**config.mk**
```make
export PLATFORM = sky130hd
export DESIGN_NAME = lru_page_replacement_flat
export DESIGN_NICKNAME = d
export VERILOG_FILES = /design/src/rtl/core/lrupr_pkg.sv /design/src/rtl/core/lrupr_intf.sv /design/src/rtl/core/lrupr_ctrl.sv /design/src/rtl/core/lrupr_dpath.sv /design/src/rtl/core/lru_page_replacement.sv /design/src/flat_wrapper.sv
export SDC_FILE = /design/constraint.sdc
export NUM_CORES = 1
export LEC_CHECK = 0
export ABC_AREA = 1
export BUFFER_PORTS_ARGS = -buffer_cell sky130_fd_sc_hd__buf_2
export CAP_MARGIN = 30
export CELL_PAD_IN_SITES_DETAIL_PLACEMENT = 1
export CELL_PAD_IN_SITES_GLOBAL_PLACEMENT = 1
export CORE_MARGIN = 1
export CORE_UTILIZATION = 40
export CTS_BUF_LIST = sky130_fd_sc_hd__clkbuf_4 sky130_fd_sc_hd__clkbuf_8 sky130_fd_sc_hd__clkbuf_16
export DETAILED_ROUTE_END_ITERATION = 10
export PLACE_DENSITY = 0.68
export SYNTH_ARGS = -nofsm -noshare
export SYNTH_HDL_FRONTEND = slang
export SYNTH_SLANG_ARGS = --single-unit
```
**constraint.sdc**
```tcl
create_clock -name clk -period 13.25 [get_ports clk]
set_clock_uncertainty 0.1 [all_clocks]
set_input_delay 1.325 -clock clk [delete_from_list [all_inputs] [get_ports clk]]
set_output_delay 1.325 -clock clk [all_outputs]
set_load 0.05 [all_outputs]
```
**src/rtl/core/lrupr_pkg.sv**
```systemverilog
// ----------------------------------------------------------------------------
// lrupr_pkg
// Shared widths, defaults and the control/status bundles of the LRU page
// replacement block.
// ----------------------------------------------------------------------------
package lrupr_pkg;

    // Port field widths
    localparam int PAGE_NUMBER_W   = 16;
    localparam int FRAME_INDEX_W   = 4;
    localparam int FRAMES_IN_USE_W = 5;

    // Parameter defaults
    localparam int FRAME_COUNT_DEF = 16;
    localparam int PAGE_BITS_DEF   = 16;

    // Reset value of the active frame count register
    localparam logic [FRAMES_IN_USE_W-1:0] FRAMES_IN_USE_RESET = 5'd16;

    // Commands from controller to datapath
    typedef struct packed {
        logic load;     // latch request, clear scan trackers
        logic rd;       // read next frame of the scan
        logic commit;   // update frame state, write result
    } lrupr_cmd_t;

    // Status from datapath to controller
    typedef struct packed {
        logic scan_last;    // current read is the last active frame
        logic rsp_free;     // result register can take a new result
    } lrupr_status_t;

endpackage

```
**src/rtl/core/lrupr_intf.sv**
```systemverilog
// ----------------------------------------------------------------------------
// lrupr_intf
// Valid/ready channels of the LRU page replacement block: request,
// response and configuration write.
// ----------------------------------------------------------------------------
interface lrupr_req_if;
    logic                               valid;
    logic                               ready;
    logic [lrupr_pkg::PAGE_NUMBER_W-1:0] page_number;

    modport source (output valid, output page_number, input ready);
    modport sink   (input valid, input page_number, output ready);
endinterface

interface lrupr_rsp_if;
    logic                               valid;
    logic                               ready;
    logic                               hit;
    logic [lrupr_pkg::FRAME_INDEX_W-1:0] frame_index;
    logic                               evicted_valid;
    logic [lrupr_pkg::PAGE_NUMBER_W-1:0] evicted_page;

    modport source (output valid, output hit, output frame_index,
                    output evicted_valid, output evicted_page, input ready);
    modport sink   (input valid, input hit, input frame_index,
                    input evicted_valid, input evicted_page, output ready);
endinterface

interface lrupr_cfg_if;
    logic                                 valid;
    logic                                 ready;
    logic [lrupr_pkg::FRAMES_IN_USE_W-1:0] frames_in_use;

    modport source (output valid, output frames_in_use, input ready);
    modport sink   (input valid, input frames_in_use, output ready);
endinterface

```
**src/rtl/core/lrupr_ctrl.sv**
```systemverilog
// ----------------------------------------------------------------------------
// lrupr_ctrl
// Sequencer: takes a request, steps the frame scan, waits for the result
// register and commits the update.
// ----------------------------------------------------------------------------
module lrupr_ctrl
(
    input  logic                     clk,
    input  logic                     rst_n,
    input  logic                     req_valid,
    output logic                     req_ready,
    input  lrupr_pkg::lrupr_status_t status,
    output lrupr_pkg::lrupr_cmd_t    cmd
);

    typedef enum logic [1:0] {
        IDLE,
        SCAN,
        DRAIN,
        COMMIT
    } state_t;

    state_t state_reg;
    state_t state_next;
    logic   ready_reg;

    // Commands decoded from the current state
    always_comb
    begin
        cmd.load   = (state_reg == IDLE) && req_valid && ready_reg;
        cmd.rd     = (state_reg == SCAN);
        cmd.commit = (state_reg == COMMIT) && status.rsp_free;
    end

    // Next state
    always_comb
    begin
        state_next = state_reg;
        case (state_reg)
            IDLE:
            begin
                if (req_valid && ready_reg)
                begin
                    state_next = SCAN;
                end
            end
            SCAN:
            begin
                if (status.scan_last)
                begin
                    state_next = DRAIN;
                end
            end
            DRAIN:
            begin
                state_next = COMMIT;
            end
            COMMIT:
            begin
                if (status.rsp_free)
                begin
                    state_next = IDLE;
                end
            end
            default:
            begin
                state_next = IDLE;
            end
        endcase
    end

    // State and registered ready
    always_ff @(posedge clk or negedge rst_n)
    begin
        if (!rst_n)
        begin
            state_reg <= IDLE;
            ready_reg <= 1'b1;
        end
        else
        begin
            state_reg <= state_next;
            ready_reg <= (state_next == IDLE);
        end
    end

    assign req_ready = ready_reg;

endmodule

```
**src/rtl/core/lrupr_dpath.sv**
```systemverilog
// ----------------------------------------------------------------------------
// lrupr_dpath
// Frame store, valid bits, recency ranks, fill count, scan compare stage
// and the result register.
// ----------------------------------------------------------------------------
module lrupr_dpath
#(
    parameter int FRAME_COUNT = lrupr_pkg::FRAME_COUNT_DEF,
    parameter int PAGE_BITS   = lrupr_pkg::PAGE_BITS_DEF
)
(
    input  logic                                    clk,
    input  logic                                    rst_n,
    input  lrupr_pkg::lrupr_cmd_t                   cmd,
    output lrupr_pkg::lrupr_status_t                status,
    input  logic                                    cfg_valid,
    input  logic [lrupr_pkg::FRAMES_IN_USE_W-1:0]   cfg_frames_in_use,
    input  logic [lrupr_pkg::PAGE_NUMBER_W-1:0]     req_page_number,
    output logic                                    rsp_valid,
    input  logic                                    rsp_ready,
    output logic                                    rsp_hit,
    output logic [lrupr_pkg::FRAME_INDEX_W-1:0]     rsp_frame_index,
    output logic                                    rsp_evicted_valid,
    output logic [lrupr_pkg::PAGE_NUMBER_W-1:0]     rsp_evicted_page
);

    localparam int IDX_W  = (FRAME_COUNT > 1) ? $clog2(FRAME_COUNT) : 1;
    localparam int CNT_W  = $clog2(FRAME_COUNT + 1);
    localparam int CMP_W  = (CNT_W > lrupr_pkg::FRAMES_IN_USE_W) ?
                            CNT_W : lrupr_pkg::FRAMES_IN_USE_W;
    localparam int PN_W   = lrupr_pkg::PAGE_NUMBER_W;
    localparam int FI_W   = lrupr_pkg::FRAME_INDEX_W;

    // Configuration and frame state
    logic [lrupr_pkg::FRAMES_IN_USE_W-1:0] frames_in_use_reg;
    logic [FRAME_COUNT-1:0]                frame_valid_reg;
    logic [FRAME_COUNT-1:0]                frame_valid_next;
    logic [IDX_W-1:0]                      rank_reg  [FRAME_COUNT];
    logic [IDX_W-1:0]                      rank_next [FRAME_COUNT];
    logic [CNT_W-1:0]                      fill_count_reg;
    logic [CNT_W-1:0]                      fill_count_next;
    logic [PAGE_BITS-1:0]                  page_mem  [FRAME_COUNT];

    // Request and scan
    logic [PAGE_BITS-1:0]                  page_reg;
    logic [IDX_W-1:0]                      scan_idx_reg;
    logic [IDX_W-1:0]                      rd_idx_reg;
    logic [PAGE_BITS-1:0]                  rd_data_reg;
    logic                                  rd_pending_reg;

    // Scan trackers
    logic                                  hit_found_reg;
    logic [IDX_W-1:0]                      hit_idx_reg;
    logic [IDX_W-1:0]                      hit_rank_reg;
    logic                                  vic_found_reg;
    logic [IDX_W-1:0]                      vic_idx_reg;
    logic [IDX_W-1:0]                      vic_rank_reg;
    logic [PAGE_BITS-1:0]                  vic_page_reg;

    // Result register
    logic                                  rsp_valid_reg;
    logic                                  rsp_hit_reg;
    logic [FI_W-1:0]                       rsp_frame_index_reg;
    logic                                  rsp_evicted_valid_reg;
    logic [PN_W-1:0]                       rsp_evicted_page_reg;

    logic [PAGE_BITS+PN_W-1:0]             page_wide;
    logic [PAGE_BITS-1:0]                  page_in;
    logic [CMP_W-1:0]                      fiu_wide;
    logic [CNT_W-1:0]                      n_eff;
    logic                                  cmp_valid;
    logic [IDX_W-1:0]                      cmp_rank;
    logic                                  cmp_match;
    logic                                  cmp_older;
    logic                                  fill_room;
    logic                                  do_fill;
    logic                                  do_evict;
    logic [IDX_W-1:0]                      tgt_idx;
    logic [IDX_W-1:0]                      old_rank;
    logic [PAGE_BITS+PN_W-1:0]             ev_wide;
    logic [IDX_W+FI_W-1:0]                 idx_wide;

    // Input page reduced to PAGE_BITS
    assign page_wide = {{PAGE_BITS{1'b0}}, req_page_number};
    assign page_in   = page_wide[PAGE_BITS-1:0];

    // Effective frame count, clamped to 1 .. FRAME_COUNT
    assign fiu_wide = CMP_W'(frames_in_use_reg);
    always_comb
    begin
        if (fiu_wide == '0)
        begin
            n_eff = CNT_W'(1);
        end
        else if (fiu_wide > CMP_W'(FRAME_COUNT))
        begin
            n_eff = CNT_W'(FRAME_COUNT);
        end
        else
        begin
            n_eff = CNT_W'(fiu_wide);
        end
    end

    // Status to the controller
    assign status.scan_last = (CNT_W'(scan_idx_reg) == n_eff - CNT_W'(1));
    assign status.rsp_free  = !rsp_valid_reg || rsp_ready;

    // Compare stage for the frame read last cycle
    assign cmp_valid = frame_valid_reg[rd_idx_reg];
    assign cmp_rank  = rank_reg[rd_idx_reg];
    assign cmp_match = rd_pending_reg && cmp_valid && (rd_data_reg == page_reg);
    assign cmp_older = rd_pending_reg && cmp_valid &&
                       (!vic_found_reg || (cmp_rank > vic_rank_reg));

    // Replacement decision
    assign fill_room = (fill_count_reg < n_eff);
    assign do_fill   = !hit_found_reg && fill_room;
    assign do_evict  = !hit_found_reg && !fill_room;

    always_comb
    begin
        if (hit_found_reg)
        begin
            tgt_idx = hit_idx_reg;
        end
        else if (fill_room)
        begin
            tgt_idx = fill_count_reg[IDX_W-1:0];
        end
        else
        begin
            tgt_idx = vic_idx_reg;
        end
    end

    assign old_rank = hit_found_reg ? hit_rank_reg : vic_rank_reg;

    // Rank, valid and fill count update on commit
    always_comb
    begin
        frame_valid_next = frame_valid_reg;
        fill_count_next  = fill_count_reg;
        for (int i = 0; i < FRAME_COUNT; i++)
        begin
            rank_next[i] = rank_reg[i];
        end
        if (cmd.commit)
        begin
            for (int i = 0; i < FRAME_COUNT; i++)
            begin
                if ((IDX_W'(i) != tgt_idx) && frame_valid_reg[i] &&
                    (do_fill || (rank_reg[i] < old_rank)))
                begin
                    rank_next[i] = rank_reg[i] + IDX_W'(1);
                end
            end
            rank_next[tgt_idx]        = '0;
            frame_valid_next[tgt_idx] = 1'b1;
            if (do_fill)
            begin
                fill_count_next = fill_count_reg + CNT_W'(1);
            end
        end
    end

    // Control state
    always_ff @(posedge clk or negedge rst_n)
    begin
        if (!rst_n)
        begin
            frames_in_use_reg <= lrupr_pkg::FRAMES_IN_USE_RESET;
            frame_valid_reg   <= '0;
            fill_count_reg    <= '0;
            for (int i = 0; i < FRAME_COUNT; i++)
            begin
                rank_reg[i] <= '0;
            end
            rd_pending_reg    <= 1'b0;
            hit_found_reg     <= 1'b0;
            vic_found_reg     <= 1'b0;
            rsp_valid_reg     <= 1'b0;
        end
        else
        begin
            if (cfg_valid)
            begin
                frames_in_use_reg <= cfg_frames_in_use;
            end
            frame_valid_reg <= frame_valid_next;
            fill_count_reg  <= fill_count_next;
            for (int i = 0; i < FRAME_COUNT; i++)
            begin
                rank_reg[i] <= rank_next[i];
            end
            rd_pending_reg <= cmd.rd;
            if (cmd.load)
            begin
                hit_found_reg <= 1'b0;
                vic_found_reg <= 1'b0;
            end
            else
            begin
                if (cmp_match)
                begin
                    hit_found_reg <= 1'b1;
                end
                if (cmp_older)
                begin
                    vic_found_reg <= 1'b1;
                end
            end
            if (cmd.commit)
            begin
                rsp_valid_reg <= 1'b1;
            end
            else if (rsp_ready)
            begin
                rsp_valid_reg <= 1'b0;
            end
        end
    end

    // Frame page memory: scan read, commit write
    always_ff @(posedge clk)
    begin
        if (cmd.rd)
        begin
            rd_data_reg <= page_mem[scan_idx_reg];
        end
        if (cmd.commit && !hit_found_reg)
        begin
            page_mem[tgt_idx] <= page_reg;
        end
    end

    assign ev_wide  = {{PN_W{1'b0}}, vic_page_reg};
    assign idx_wide = {{FI_W{1'b0}}, tgt_idx};

    // Payload registers
    always_ff @(posedge clk)
    begin
        if (cmd.load)
        begin
            page_reg     <= page_in;
            scan_idx_reg <= '0;
        end
        else if (cmd.rd)
        begin
            scan_idx_reg <= scan_idx_reg + IDX_W'(1);
        end
        if (cmd.rd)
        begin
            rd_idx_reg <= scan_idx_reg;
        end
        if (!cmd.load && cmp_match && !hit_found_reg)
        begin
            hit_idx_reg  <= rd_idx_reg;
            hit_rank_reg <= cmp_rank;
        end
        if (!cmd.load && cmp_older)
        begin
            vic_idx_reg  <= rd_idx_reg;
            vic_rank_reg <= cmp_rank;
            vic_page_reg <= rd_data_reg;
        end
        if (cmd.commit)
        begin
            rsp_hit_reg           <= hit_found_reg;
            rsp_frame_index_reg   <= idx_wide[FI_W-1:0];
            rsp_evicted_valid_reg <= do_evict;
            rsp_evicted_page_reg  <= do_evict ? ev_wide[PN_W-1:0] : '0;
        end
    end

    assign rsp_valid         = rsp_valid_reg;
    assign rsp_hit           = rsp_hit_reg;
    assign rsp_frame_index   = rsp_frame_index_reg;
    assign rsp_evicted_valid = rsp_evicted_valid_reg;
    assign rsp_evicted_page  = rsp_evicted_page_reg;

    // Checks
    a_commit_slot_free: assert property (@(posedge clk) disable iff (!rst_n)
        cmd.commit |-> (!rsp_valid_reg || rsp_ready))
        else $error("commit with result register still occupied");

    a_port_exclusive: assert property (@(posedge clk) disable iff (!rst_n)
        !(cmd.rd && cmd.commit))
        else $error("page memory read and write in the same cycle");

    a_fill_matches_valid: assert property (@(posedge clk) disable iff (!rst_n)
        $countones(frame_valid_reg) == int'(fill_count_reg))
        else $error("valid frame count differs from fill count");

    a_fill_bound: assert property (@(posedge clk) disable iff (!rst_n)
        fill_count_reg <= CNT_W'(FRAME_COUNT))
        else $error("fill count beyond frame count");

    a_commit_result: assert property (@(posedge clk) disable iff (!rst_n)
        cmd.commit |=> (rsp_valid_reg && frame_valid_reg[$past(tgt_idx)]))
        else $error("commit did not post a result or mark the frame valid");

endmodule

```
**src/rtl/core/lru_page_replacement.sv**
```systemverilog
// ----------------------------------------------------------------------------
// lru_page_replacement
// The scan covers n frames, n being the effective frame count
// (frames_in_use clamped to 1 .. FRAME_COUNT); a new request is taken only
// after the previous one is committed. The scan reads one frame a cycle through
// the single port of the page memory. Results wait in an output
// register. Reset: no frames valid, ranks and fill count zero,
// frames_in_use = 16; no clearing pass, a request is taken right after reset.
// ----------------------------------------------------------------------------
module lru_page_replacement
#(
    parameter int FRAME_COUNT = lrupr_pkg::FRAME_COUNT_DEF,
    parameter int PAGE_BITS   = lrupr_pkg::PAGE_BITS_DEF
)
(
    input  logic         clk,
    input  logic         rst_n,
    lrupr_cfg_if.sink    cfg,
    lrupr_req_if.sink    req,
    lrupr_rsp_if.source  rsp
);

    lrupr_pkg::lrupr_cmd_t    cmd;
    lrupr_pkg::lrupr_status_t status;

    // Configuration writes are always taken
    assign cfg.ready = 1'b1;

    // Sequencer
    lrupr_ctrl u_ctrl
    (
        .clk       (clk),
        .rst_n     (rst_n),
        .req_valid (req.valid),
        .req_ready (req.ready),
        .status    (status),
        .cmd       (cmd)
    );

    // Frame state and result path
    lrupr_dpath
    #(
        .FRAME_COUNT (FRAME_COUNT),
        .PAGE_BITS   (PAGE_BITS)
    )
    u_dpath
    (
        .clk               (clk),
        .rst_n             (rst_n),
        .cmd               (cmd),
        .status            (status),
        .cfg_valid         (cfg.valid),
        .cfg_frames_in_use (cfg.frames_in_use),
        .req_page_number   (req.page_number),
        .rsp_valid         (rsp.valid),
        .rsp_ready         (rsp.ready),
        .rsp_hit           (rsp.hit),
        .rsp_frame_index   (rsp.frame_index),
        .rsp_evicted_valid (rsp.evicted_valid),
        .rsp_evicted_page  (rsp.evicted_page)
    );

endmodule
```
**src/flat_wrapper.sv**
```systemverilog
// flat-port wrapper written by rule: the top's interface ports become plain ports
module lru_page_replacement_flat 
#(
    parameter int FRAME_COUNT = lrupr_pkg::FRAME_COUNT_DEF,
    parameter int PAGE_BITS   = lrupr_pkg::PAGE_BITS_DEF
)
  (clk, rst_n, cfg_valid, cfg_frames_in_use, cfg_ready, req_valid, req_page_number, req_ready, rsp_valid, rsp_hit, rsp_frame_index, rsp_evicted_valid, rsp_evicted_page, rsp_ready);
  lrupr_cfg_if cfg_i ();
  lrupr_req_if req_i ();
  lrupr_rsp_if rsp_i ();
  input  logic clk;
  input  logic rst_n;
  input wire logic [$bits(cfg_i.valid)-1:0] cfg_valid;
  input wire logic [$bits(cfg_i.frames_in_use)-1:0] cfg_frames_in_use;
  output wire logic [$bits(cfg_i.ready)-1:0] cfg_ready;
  input wire logic [$bits(req_i.valid)-1:0] req_valid;
  input wire logic [$bits(req_i.page_number)-1:0] req_page_number;
  output wire logic [$bits(req_i.ready)-1:0] req_ready;
  output wire logic [$bits(rsp_i.valid)-1:0] rsp_valid;
  output wire logic [$bits(rsp_i.hit)-1:0] rsp_hit;
  output wire logic [$bits(rsp_i.frame_index)-1:0] rsp_frame_index;
  output wire logic [$bits(rsp_i.evicted_valid)-1:0] rsp_evicted_valid;
  output wire logic [$bits(rsp_i.evicted_page)-1:0] rsp_evicted_page;
  input wire logic [$bits(rsp_i.ready)-1:0] rsp_ready;
  assign cfg_i.valid = cfg_valid;
  assign cfg_i.frames_in_use = cfg_frames_in_use;
  assign cfg_ready = cfg_i.ready;
  assign req_i.valid = req_valid;
  assign req_i.page_number = req_page_number;
  assign req_ready = req_i.ready;
  assign rsp_valid = rsp_i.valid;
  assign rsp_hit = rsp_i.hit;
  assign rsp_frame_index = rsp_i.frame_index;
  assign rsp_evicted_valid = rsp_i.evicted_valid;
  assign rsp_evicted_page = rsp_i.evicted_page;
  assign rsp_i.ready = rsp_ready;
  lru_page_replacement #(.FRAME_COUNT(FRAME_COUNT), .PAGE_BITS(PAGE_BITS)) u_core (.clk(clk), .rst_n(rst_n), .cfg(cfg_i), .req(req_i), .rsp(rsp_i));
endmodule
```
==> metrics.txt <==
Final Cycle Share=0.2942; WL/cell=22.73 microns; Hold Path Class=reg -> reg; largest net degree at the start of global routing=73; CP max stage delay=0.87 ns; top-count cell post-synth=edfxtp_1; Synth warnings=0; Final #Nets=2,027; HPWL after DPL=38,340 microns; Gate Count Post-Synth=1,874; hold buffers post-CTS=0; FILL cells=5,555; share of the yosys chip area belonging to registers=0.6211; clock tree buffer depth=3; wire length on met1=27,160 microns; drt pass-1 iters=6; number of remaining DRC errors=0; Worst Max-Slew Pin Slew=0.9483 ns; antenna violations before repair=0; pwr dens=253.0 nW/um^2; CTS tree=built; PostCTS Resize Cnt=0; top routing layer in use=met4; input/output buffers=49; gpl congestion=0.8707; Pins Over Slew Limit=0; Reg clk slew, reported paths=0.06 ns; via count=14,660; Unique masters post-synth=47; setup violators final=0; Crit. End Element=flop; RSZ-0062 raised after global routing=no; placed insts=2,555; Root Buffer=clkbuf_16; Peak VDD IR=0.1289 mV; Post-synth top cells=346 x edfxtp_1, 256 x nand2_1, 186 x nor2_1; Finished Core Util=0.4603; met2 routed WL=28,620 microns; Core Region=51,300 sq um; number of synthesized flops with an enable pin=346; crit-path cells=inv_1 > a21oi_1 > o21ai_0 > nand3_1 > nand3_1 > nand2_1 > inv_1 > ha_1 > nor2_1 > o21bai_1 > nand2_1 > o21ai_0 > a211oi_4 > buf_4; min cycle time layout=3.898 ns; fmax=256.6 MHz; vias in the first global route=15,250; Most used DFF post-synth=edfxtp_1; WP data required=13.42 ns; first-pass GRT wire length=91,740 microns; WL final=60,160 microns; max-cap viol count=0; Critical Path Slowest Stage Cell=edfxtp_1; Setup WS pre-CTS=9.126 ns; area leader, netlist=edfxtp_1; Starting Density=0.4048; startpoint types=flop; CTS buffer count=49; flops & latches, synth=447; area of the mapped netlist=20,770 sq um; syn nets=1,975; Total GRT Usage=0.2285; outcome=finished clean; Avg Inst Size Synth=11.08 sq um; H-tree Lvls=2; post-CTS setup buffers=0; share of the synthesized area in the top cell type=0.5003; crit-path leading delay family=buffers and inverters; relative slew slack=0.3639; die height=229.9 microns; # IOs=51; total negative slack=0 ns; CP arrival=4.07 ns; CP Max Fanout=23; Finished Cell Area=23,620 sq um; DRT iter0 DRCs=1,138; ys async rst share=0.2170; clock sinks=447; Die Wd=229.9 microns; Die ar.=52,840 sq um; setup slack after layout=9.352 ns; clk_lat worst skew=0.61 ns; crit path buf inv count=3; Ant. Diodes=0; Vias/cell=5.537; area delta synth->final=13.71%; total grt overflow=0; Synth area leaders=edfxtp_1 50%, dfrtp_1 11%, nand2_1 4.6%; Rows=83; final hold violation count=0; wire length on met3=2838 microns; WS Path Type=reg -> reg; layout cells sized above 1=0.1276; static leakage=9.470 nW; Largest register FFs=256; antenna viol nets, final=0; placed cell areas=21,950 sq um; Non-Filler Instances=2,647
==> power by group <==
part	leakage (nW)	switching [W]	internal (W)
registers	4.28	0.000341	0.00185
logic	4.36	0.00160	0.000774
clock network	0.828	0.000578	0.000833
==> stage by stage <==
stage                     total power, W  hold WS, ns
after floorplan                 0.003712       0.3064
after global routing            0.006347       0.4327
after detailed placement        0.004574       0.3780
after global placement          0.004452       0.3638
after CTS                       0.006003       0.3925
final                           0.005975       0.3885
==> path summary, 6_finish.rpt <==
check                                                                   start                                             to  slack (ns)  cells after the start
min in group asynchronous                                               rst_n        u_core.u_dpath.rank_reg[23]$_DFFE_PN0P_        0.64                      1
worst max-delay path                   u_core.u_dpath.rd_idx_reg[1]$_DFFE_PP_       u_core.u_dpath.vic_page_reg[6]$_DFFE_PP_        9.35                     14
max in group asynchronous                                               rst_n        u_core.u_dpath.rank_reg[13]$_DFFE_PN0P_       11.13                      2
worst max register to register         u_core.u_dpath.rd_idx_reg[1]$_DFFE_PP_       u_core.u_dpath.vic_page_reg[6]$_DFFE_PP_        9.35                     14
worst min-delay path            u_core.u_dpath.frame_valid_reg[1]$_DFFE_PN0P_  u_core.u_dpath.frame_valid_reg[1]$_DFFE_PN0P_        0.39                      2
worst min register to register  u_core.u_dpath.frame_valid_reg[1]$_DFFE_PN0P_  u_core.u_dpath.frame_valid_reg[1]$_DFFE_PN0P_        0.39                      2
==> cell usage in the layout (no fill, tap or decap), types with 48 or more instances in the layout <==
master,n
edfxtp_1,346
nand2_1,256
nor2_1,169
inv_1,157
o21ai_0,149
nand3_1,135
dfrtp_1,95
ha_1,75
a21oi_1,68
mux2i_1,56
o221ai_1,56
clkbuf_16,49
buf_2,48
==> routing by layer <==
metal | vias to the layer above | track usage
met1 | 7447 | 0.3135
met5 | - | 0
met4 | 0 | 0.07202
li1 | 6762 | -
met3 | 83 | 0.03323
met2 | 364 | 0.3731
==> layout make-up <==
class / count / area [sq um] / area share
timing repair buffer: 80 / 535.5 / 0.02268
tap: 680 / 850.8 / 0.03603
sequential: 447 / 12910 / 0.5466
clock inverter: 30 / 336.6 / 0.01425
multi-input combinational: 1175 / 7004 / 0.2966
inverter: 173 / 649.4 / 0.02750
clock buffer: 62 / 1330 / 0.05632
==> cell families (layout without fill, tap and decap cells) <==
kind of cell | Yosys count | count (layout) | share of synthesized area
flip-flops | 447 | 447 | 0.6211
adder cells (fa/ha/maj) | 75 | 75 | 0.04518
AO/OA/AOI/OAI | 349 | 349 | 0.1015
XOR/XNOR | 36 | 36 | 0.01518
buffers and inverters | 252 | 345 | 0.04651
other | 1 | 1 | 0.0001806
multiplexers | 62 | 62 | 0.03024
AND/OR/NAND/NOR | 652 | 652 | 0.1401
==> tightest hold or removal path, stage by stage (launching register included) <==
cell	delay, ns
dfrtp_1	0.34
inv_1	0.06
nand2_1	0.06
Note: power is estimated with default switching activity, not from simulation.
